`config.mk`:
```
export PLATFORM = sky130hd
export DESIGN_NAME = single_server_queue_wait_monitor
export DESIGN_NICKNAME = d
export VERILOG_FILES = /design/src/design/ssqwm_pkg.sv /design/src/design/single_server_queue_wait_monitor.sv
export SDC_FILE = /design/constraint.sdc
export NUM_CORES = 2
export LEC_CHECK = 0
export ABC_AREA = 1
export BUFFER_PORTS_ARGS = -buffer_cell sky130_fd_sc_hd__buf_4
export CAP_MARGIN = 20
export CORE_MARGIN = 2
export CORE_UTILIZATION = 60
export CTS_CLUSTER_DIAMETER = 80
export DETAILED_ROUTE_END_ITERATION = 10
export PLACE_DENSITY_LB_ADDON = 0.1
export SLEW_MARGIN = 5
export SYNTH_ARGS = -nofsm -noshare
export SYNTH_HDL_FRONTEND = slang
export SYNTH_SLANG_ARGS = --single-unit
```
`constraint.sdc`:
```
create_clock -name aclk -period 9.3 [get_ports aclk]
set_input_delay 0.465 -clock aclk [delete_from_list [all_inputs] [get_ports aclk]]
set_output_delay 0.465 -clock aclk [all_outputs]
set_load 0.1 [all_outputs]
```
`src/design/ssqwm_pkg.sv`:
```
// ----------------------------------------------------------------------------
// Single-server queue wait monitor package
// Shared constants, register indexes and field widths of the queue monitor.
// ----------------------------------------------------------------------------
package ssqwm_pkg;

    localparam int DEFAULT_QUEUE_DEPTH = 64;

    localparam int DRAW_WIDTH    = 11;
    localparam int FREQ_WIDTH    = 11;
    localparam int SERVICE_WIDTH = 16;
    localparam int TICK_WIDTH    = 32;
    localparam int CFG_WIDTH     = 16;
    localparam int PRODUCT_WIDTH = DRAW_WIDTH + FREQ_WIDTH;

    // An arrival occurs when draw times frequency is at most one, in 1/1024 units.
    localparam logic [PRODUCT_WIDTH-1:0] ARRIVAL_LIMIT = PRODUCT_WIDTH'(1024);

    localparam logic [SERVICE_WIDTH-1:0] SERVICE_TIME_RESET = SERVICE_WIDTH'(1);
    localparam logic [FREQ_WIDTH-1:0]    ARRIVAL_FREQ_RESET = FREQ_WIDTH'(1);

    typedef enum logic [0:0] {
        REG_SERVICE_TIME      = 1'b0,
        REG_ARRIVAL_FREQUENCY = 1'b1
    } cfg_index_t;

endpackage

```
`src/design/single_server_queue_wait_monitor.sv`:
```
// ----------------------------------------------------------------------------
// Single-server queue wait monitor
// Simulates one tick of a single-server queue per input transaction, keeping
// arrival stamps in a circular memory and tracking the longest wait seen.
// ----------------------------------------------------------------------------
// Results are registered in the output buffer before they appear on the m_ side.
// Throughput: one transaction per cycle while the output buffer has room; a two-entry
// output buffer lets one more input be taken while a result waits to be taken.
// Reset: aresetn clears tick count, queue pointers, busy counter, longest wait
// and the output buffer; service_time and arrival_frequency return to 1.
// The stamp memory is not cleared; only written entries are ever read.
module single_server_queue_wait_monitor #(
    parameter int QUEUE_DEPTH = ssqwm_pkg::DEFAULT_QUEUE_DEPTH,
    localparam int CountWidth = $clog2(QUEUE_DEPTH + 1)
) (
    input  logic                                 aclk,
    input  logic                                 aresetn,

    input  logic                                 cfg_we,
    input  logic [0:0]                           cfg_index,
    input  logic [ssqwm_pkg::CFG_WIDTH-1:0]      cfg_wdata,

    input  logic                                 s_valid,
    output logic                                 s_ready,
    input  logic [ssqwm_pkg::DRAW_WIDTH-1:0]     s_draw,

    output logic                                 m_valid,
    input  logic                                 m_ready,
    output logic                                 m_arrived,
    output logic                                 m_dropped,
    output logic                                 m_served,
    output logic [ssqwm_pkg::TICK_WIDTH-1:0]     m_wait_time,
    output logic [ssqwm_pkg::TICK_WIDTH-1:0]     m_max_wait,
    output logic [CountWidth-1:0]                m_queue_level,
    output logic [ssqwm_pkg::SERVICE_WIDTH-1:0]  m_busy_left
);

    localparam int IdxWidth = (QUEUE_DEPTH > 1) ? $clog2(QUEUE_DEPTH) : 1;

    typedef struct packed {
        logic                                arrived;
        logic                                dropped;
        logic                                served;
        logic [ssqwm_pkg::TICK_WIDTH-1:0]    wait_time;
        logic [ssqwm_pkg::TICK_WIDTH-1:0]    max_wait;
        logic [CountWidth-1:0]               queue_level;
        logic [ssqwm_pkg::SERVICE_WIDTH-1:0] busy_left;
    } result_t;

    function automatic logic [IdxWidth-1:0] next_slot(input logic [IdxWidth-1:0] idx);
        next_slot = (idx == IdxWidth'(QUEUE_DEPTH - 1)) ? '0 : idx + IdxWidth'(1);
    endfunction

    logic [ssqwm_pkg::SERVICE_WIDTH-1:0] service_time_reg;
    logic [ssqwm_pkg::FREQ_WIDTH-1:0]    arrival_freq_reg;

    logic [ssqwm_pkg::TICK_WIDTH-1:0]    tick_reg, tick_next;
    logic [IdxWidth-1:0]                 head_reg, head_next;
    logic [IdxWidth-1:0]                 tail_reg, tail_next;
    logic [CountWidth-1:0]               count_reg, count_next;
    logic [ssqwm_pkg::SERVICE_WIDTH-1:0] busy_reg, busy_next;
    logic [ssqwm_pkg::TICK_WIDTH-1:0]    longest_reg, longest_next;
    logic [ssqwm_pkg::TICK_WIDTH-1:0]    head_stamp_reg, head_stamp_next;

    logic [ssqwm_pkg::TICK_WIDTH-1:0]    stamp_mem [QUEUE_DEPTH];
    logic [ssqwm_pkg::TICK_WIDTH-1:0]    ahead_data_reg;
    logic [ssqwm_pkg::TICK_WIDTH-1:0]    ahead_bypass_data_reg;
    logic                                ahead_bypass_reg;
    logic [ssqwm_pkg::TICK_WIDTH-1:0]    ahead_stamp;
    logic [IdxWidth-1:0]                 rd_addr;

    result_t                             out_reg, skid_reg, result;
    logic                                out_valid_reg, skid_valid_reg;

    logic                                accept;
    logic [ssqwm_pkg::PRODUCT_WIDTH-1:0] product;
    logic                                arrival, push, pop;
    logic [ssqwm_pkg::TICK_WIDTH-1:0]    wait_value;
    logic [ssqwm_pkg::SERVICE_WIDTH-1:0] busy_loaded;

    assign s_ready = !skid_valid_reg;
    assign accept  = s_valid && s_ready;

    always_ff @(posedge aclk) begin
        if (!aresetn) begin
            service_time_reg <= ssqwm_pkg::SERVICE_TIME_RESET;
            arrival_freq_reg <= ssqwm_pkg::ARRIVAL_FREQ_RESET;
        end else if (cfg_we) begin
            unique case (ssqwm_pkg::cfg_index_t'(cfg_index))
                ssqwm_pkg::REG_SERVICE_TIME: begin
                    service_time_reg <= cfg_wdata;
                end
                ssqwm_pkg::REG_ARRIVAL_FREQUENCY: begin
                    arrival_freq_reg <= cfg_wdata[ssqwm_pkg::FREQ_WIDTH-1:0];
                end
                default: begin
                end
            endcase
        end
    end

    // The entry behind the head comes from memory, or from a write in the same cycle.
    assign ahead_stamp = ahead_bypass_reg ? ahead_bypass_data_reg : ahead_data_reg;

    always_comb begin
        product    = ssqwm_pkg::PRODUCT_WIDTH'(s_draw)
                     * ssqwm_pkg::PRODUCT_WIDTH'(arrival_freq_reg);
        arrival    = (product <= ssqwm_pkg::ARRIVAL_LIMIT);
        push       = arrival && (count_reg != CountWidth'(QUEUE_DEPTH));
        pop        = (busy_reg == '0) && ((count_reg != '0) || push);
        wait_value = '0;
        if (pop && (count_reg != '0)) begin
            wait_value = tick_reg - head_stamp_reg;
        end

        tail_next  = push ? next_slot(tail_reg) : tail_reg;
        head_next  = pop ? next_slot(head_reg) : head_reg;
        count_next = count_reg + CountWidth'(push) - CountWidth'(pop);

        if (pop) begin
            head_stamp_next = (count_reg == CountWidth'(1)) ? tick_reg : ahead_stamp;
        end else begin
            head_stamp_next = (count_reg == '0) ? tick_reg : head_stamp_reg;
        end

        busy_loaded  = pop ? service_time_reg : busy_reg;
        busy_next    = (busy_loaded != '0) ? busy_loaded - ssqwm_pkg::SERVICE_WIDTH'(1)
                                           : busy_loaded;
        longest_next = (pop && (wait_value > longest_reg)) ? wait_value : longest_reg;
        tick_next    = tick_reg + ssqwm_pkg::TICK_WIDTH'(1);

        result.arrived     = push;
        result.dropped     = arrival && !push;
        result.served      = pop;
        result.wait_time   = wait_value;
        result.max_wait    = longest_next;
        result.queue_level = count_next;
        result.busy_left   = busy_next;

        rd_addr = next_slot(accept ? head_next : head_reg);
    end

    always_ff @(posedge aclk) begin
        if (!aresetn) begin
            tick_reg    <= '0;
            head_reg    <= '0;
            tail_reg    <= '0;
            count_reg   <= '0;
            busy_reg    <= '0;
            longest_reg <= '0;
        end else if (accept) begin
            tick_reg    <= tick_next;
            head_reg    <= head_next;
            tail_reg    <= tail_next;
            count_reg   <= count_next;
            busy_reg    <= busy_next;
            longest_reg <= longest_next;
        end
    end

    always_ff @(posedge aclk) begin
        if (accept) begin
            head_stamp_reg <= head_stamp_next;
        end
    end

    always_ff @(posedge aclk) begin
        if (accept && push) begin
            stamp_mem[tail_reg] <= tick_reg;
        end
        ahead_data_reg        <= stamp_mem[rd_addr];
        ahead_bypass_reg      <= accept && push && (tail_reg == rd_addr);
        ahead_bypass_data_reg <= tick_reg;
    end

    always_ff @(posedge aclk) begin
        if (!aresetn) begin
            out_valid_reg  <= 1'b0;
            skid_valid_reg <= 1'b0;
        end else if (!out_valid_reg || m_ready) begin
            if (skid_valid_reg) begin
                out_valid_reg  <= 1'b1;
                skid_valid_reg <= 1'b0;
            end else begin
                out_valid_reg <= accept;
            end
        end else if (accept) begin
            skid_valid_reg <= 1'b1;
        end
    end

    always_ff @(posedge aclk) begin
        if (!out_valid_reg || m_ready) begin
            if (skid_valid_reg) begin
                out_reg <= skid_reg;
            end else if (accept) begin
                out_reg <= result;
            end
        end else if (accept) begin
            skid_reg <= result;
        end
    end

    assign m_valid       = out_valid_reg;
    assign m_arrived     = out_reg.arrived;
    assign m_dropped     = out_reg.dropped;
    assign m_served      = out_reg.served;
    assign m_wait_time   = out_reg.wait_time;
    assign m_max_wait    = out_reg.max_wait;
    assign m_queue_level = out_reg.queue_level;
    assign m_busy_left   = out_reg.busy_left;

    assert property (@(posedge aclk) disable iff (!aresetn)
        count_reg <= CountWidth'(QUEUE_DEPTH))
        else $error("Queue count exceeds the queue depth.");

    assert property (@(posedge aclk) disable iff (!aresetn)
        (count_reg == '0) |-> (head_reg == tail_reg))
        else $error("Empty queue with head and tail apart.");

    assert property (@(posedge aclk) disable iff (!aresetn)
        skid_valid_reg |-> out_valid_reg)
        else $error("Skid entry held while the output register is empty.");

    assert property (@(posedge aclk) disable iff (!aresetn)
        (accept && (busy_reg != '0))
            |=> (busy_reg == $past(busy_reg) - ssqwm_pkg::SERVICE_WIDTH'(1)))
        else $error("Busy counter did not count down on a busy tick.");

endmodule

```
==> reports/qor.txt <==
Initial Utilization: 0.605
Setup Slack @ Placement: 0.224 ns
Crit path time final: 8.78 ns
Type of origin of the critical path: flip-flop
Leakage power of the design: 47.8 nW
Relative contribution of sequential cells to total power: 0.488
Detailed placement HPWL: 171 mm
Slowest cell on the critical path: sky130_fd_sc_hd__fa_1
1st-iter DRT viols: 10947
Crit-path max cell delay: 0.55 ns
Routed wire length: 317 mm
Pwr Total: 24.9 mW
Required arrival time at the worst endpoint: 10.13 ns
Latest clock arrival within the worst-skew pair: 0.94 ns
Fraction of power spent switching nets: 0.246
Hold/Removal Path Class: in -> reg
CTS tree: done
Status: finished, final reports clean
Die Area: 186000 µm²
Netlist cell types: 54
Maximum achievable frequency: 114 MHz
Post-route standard cell area excluding fillers: 122000 µm²
Relative contribution of the clock network to total power: 0.413
Number of fillers in the final layout: 13515
Flip-flop and latch count after synthesis: 2453
Mapped cell area: 110000 µm²
Type of the setup path with the least slack: reg -> reg
Synth-to-layout area growth: 11.4%
Fin nets: 10439
Unrepaired setup endpoints after global routing: no
Endpoints failing setup: 0
Pin count of the biggest net entering global routing: 203
Critical Path End Type: flip-flop
Routed wire per std cell: 24.9 µm
Gate Count Post-Synth: 10124
Total core area: 181000 µm²
Die height: 431 µm
Post-route clock skew: 0.0555 ns
Mapped Nets: 10376
Total Routing Usage GR: 0.336
IO buf count: 124
Level count of the clock H-tree: 5
Average size of a mapped cell: 10.8 µm²
Crit path DAT: 9.62 ns
Power per cell area: 204 nW/µm²
Slew margin rel.: 0.267
Number of buffers created by CTS: 274
CTS Sinks: 2453
Net switching power of the design: 6.14 mW
Number of enable-type register cells in the synthesized netlist: 2260
Vias per std cell: 6.06
Library cell occupying the most area in the post-synthesis netlist: sky130_fd_sc_hd__edfxtp_1
Most used flip-flop cell after synthesis: sky130_fd_sc_hd__edfxtp_1
RD Place Congestion: 0.872
Num rows: 156
Antenna violation net count after detailed routing: 0
Cell types occupying the most area after synthesis: sky130_fd_sc_hd__edfxtp_1 (62%), sky130_fd_sc_hd__nand3_1 (6.3%), sky130_fd_sc_hd__nand2_1 (5.3%)
Worst IR drop on VDD: 0.000189 V
Clock-pin slew on the worst setup and hold paths: 0.06 ns
Antenna violations before repair: 9
Share of the synthesized area in the top cell type: 0.619
Clock Tree Buf Depth: 4
Global-route wire length before repair: 467 mm
Count of final max-slew check failures: 0
Ys Warns: 0
Hold Vio Cnt, Final: 0
Period Utilization, post-route: 0.944
Die boundary width: 431 µm
Logic gate share of total power: 0.099
Vias: 77313
Layout cell share with drive strength beyond 1: 0.0929
Total Negative Setup Slacks: 0 ns
Cell area after placement: 113000 µm²
DRT Pass-1 Iters: 6
Tightest Pin Transition: 1.10 ns
Total gr overflow: 0
Seq/Total Area, Yosys: 0.654
Most used cell, CP: sky130_fd_sc_hd__nand2_1
Number of DRC violations after detailed routing: 0
Maximum capacitance violations: 0
Internal power: 18.8 mW
Worst Setup Slack, final: 0.517 ns
Ports: 125
Ys async rst share: 0
CTS Root Buffer Type: sky130_fd_sc_hd__clkbuf_16
Number of global-route vias before repair: 73952
Flip-flop count of the largest register after layout: 2048
Maximum fanout encountered on the critical timing path: 48
layout by cell type (no fill, tap or decap), drive strengths merged, types with 22 or more instances in the layout:
cell,Yosys,final
nand2,1549,1551
fa,82,82
o21ai,628,628
mux2i,33,33
o211ai,74,74
ha,137,137
edfxtp,2260,2260
dfxtp,193,193
xor2,22,22
nor2,1161,1161
nor3,32,32
a21oi,234,234
nand3,1375,1375
buf,428,358
inv,1103,1106
clkbuf,167,378
or2,99,99
nand3b,312,312
o2111ai,94,94
clkinv,52,128
Yosys cell counts (all sizes together) (33+ instances only):
master,n
edfxtp,2260
nand2,1549
nand3,1375
nor2,1161
inv,1103
o21ai,628
buf,428
nand3b,312
a21oi,234
dfxtp,193
clkbuf,167
ha,137
or2,99
o2111ai,94
fa,82
o211ai,74
clkinv,52
mux2i,33
what timing repair did:
item,in CTS,in global routing
buffers inserted,0,6
resized for setup,0,17
endpoints found under the hold margin,29,0
setup endpoints to repair,0,28
hold buffers,19,0
final timing paths:
kind | endpoint | slack (ns) | cells past startpoint | from
min | arrival_freq_reg[0] | 0.09 | 4 | cfg_index
min reg2reg | count_reg[0] | 0.51 | 2 | count_reg[0]
max | ahead_data_reg[19] | 0.52 | 37 | arrival_freq_reg[2]
max reg2reg | ahead_data_reg[19] | 0.52 | 37 | arrival_freq_reg[2]
layer usage:
layer	track usage	share of wire
met1	0.465	0.39
met2	0.520	0.45
met3	0.0564	0.11
met4	0.165	0.053
met5	0	0.000041
final cells by class:
class,instances,area [µm²],area share
Sequential cell,2453,71800,0.588
Multi-Input combinational cell,5923,31100,0.255
Clock buffer,375,7550,0.0618
Inverter,1155,4390,0.0359
Timing Repair Buffer,380,3480,0.0285
Tap cell,2370,2970,0.0243
Clock inverter,96,803,0.00658
Antenna cell,3,7.51,0.0000615
power groups by stage:
stage          Clock [mW]  Sequential [mW]  Combinational [mW]
6_report             10.3             12.2                2.47
5_1_grt              10.8             12.2                2.70
4_1_cts              10.4             12.2                2.43
3_5_place_dp            0             12.4                2.41
3_3_place_gp            0             12.4                2.39
2_1_floorplan           0             12.7                1.39
through the flow:
stage,hold WS (ns),instances,utilization
6_report,0.0891,12755,0.674
5_1_grt,0.0793,12753,0.674
4_1_cts,0.00711,12741,0.673
3_5_place_dp,0.499,12251,0.626
3_3_place_gp,0.476,12251,0.626
2_1_floorplan,0.429,10124,-
critical path: cells and delay by family, from the launching register on:
kind	cells	cell delay, ns
and+or+nand+nor	22	3.68
DFF	1	0.46
adders and majority gates	7	2.92
buffers and inverters	8	1.53
kinds of logic after synthesis:
logic type / count (synthesis) / synth area share
muxes: 38 / 0.00353
buffers and inverters: 1750 / 0.0675
adders and majority gates: 219 / 0.0306
DFF: 2453 / 0.654
xor gates and xnor gates: 28 / 0.00224
and+or+nand+nor: 4576 / 0.188
AOI/OAI and AO/OA: 1060 / 0.0541
(Power assumes the default switching activity.)
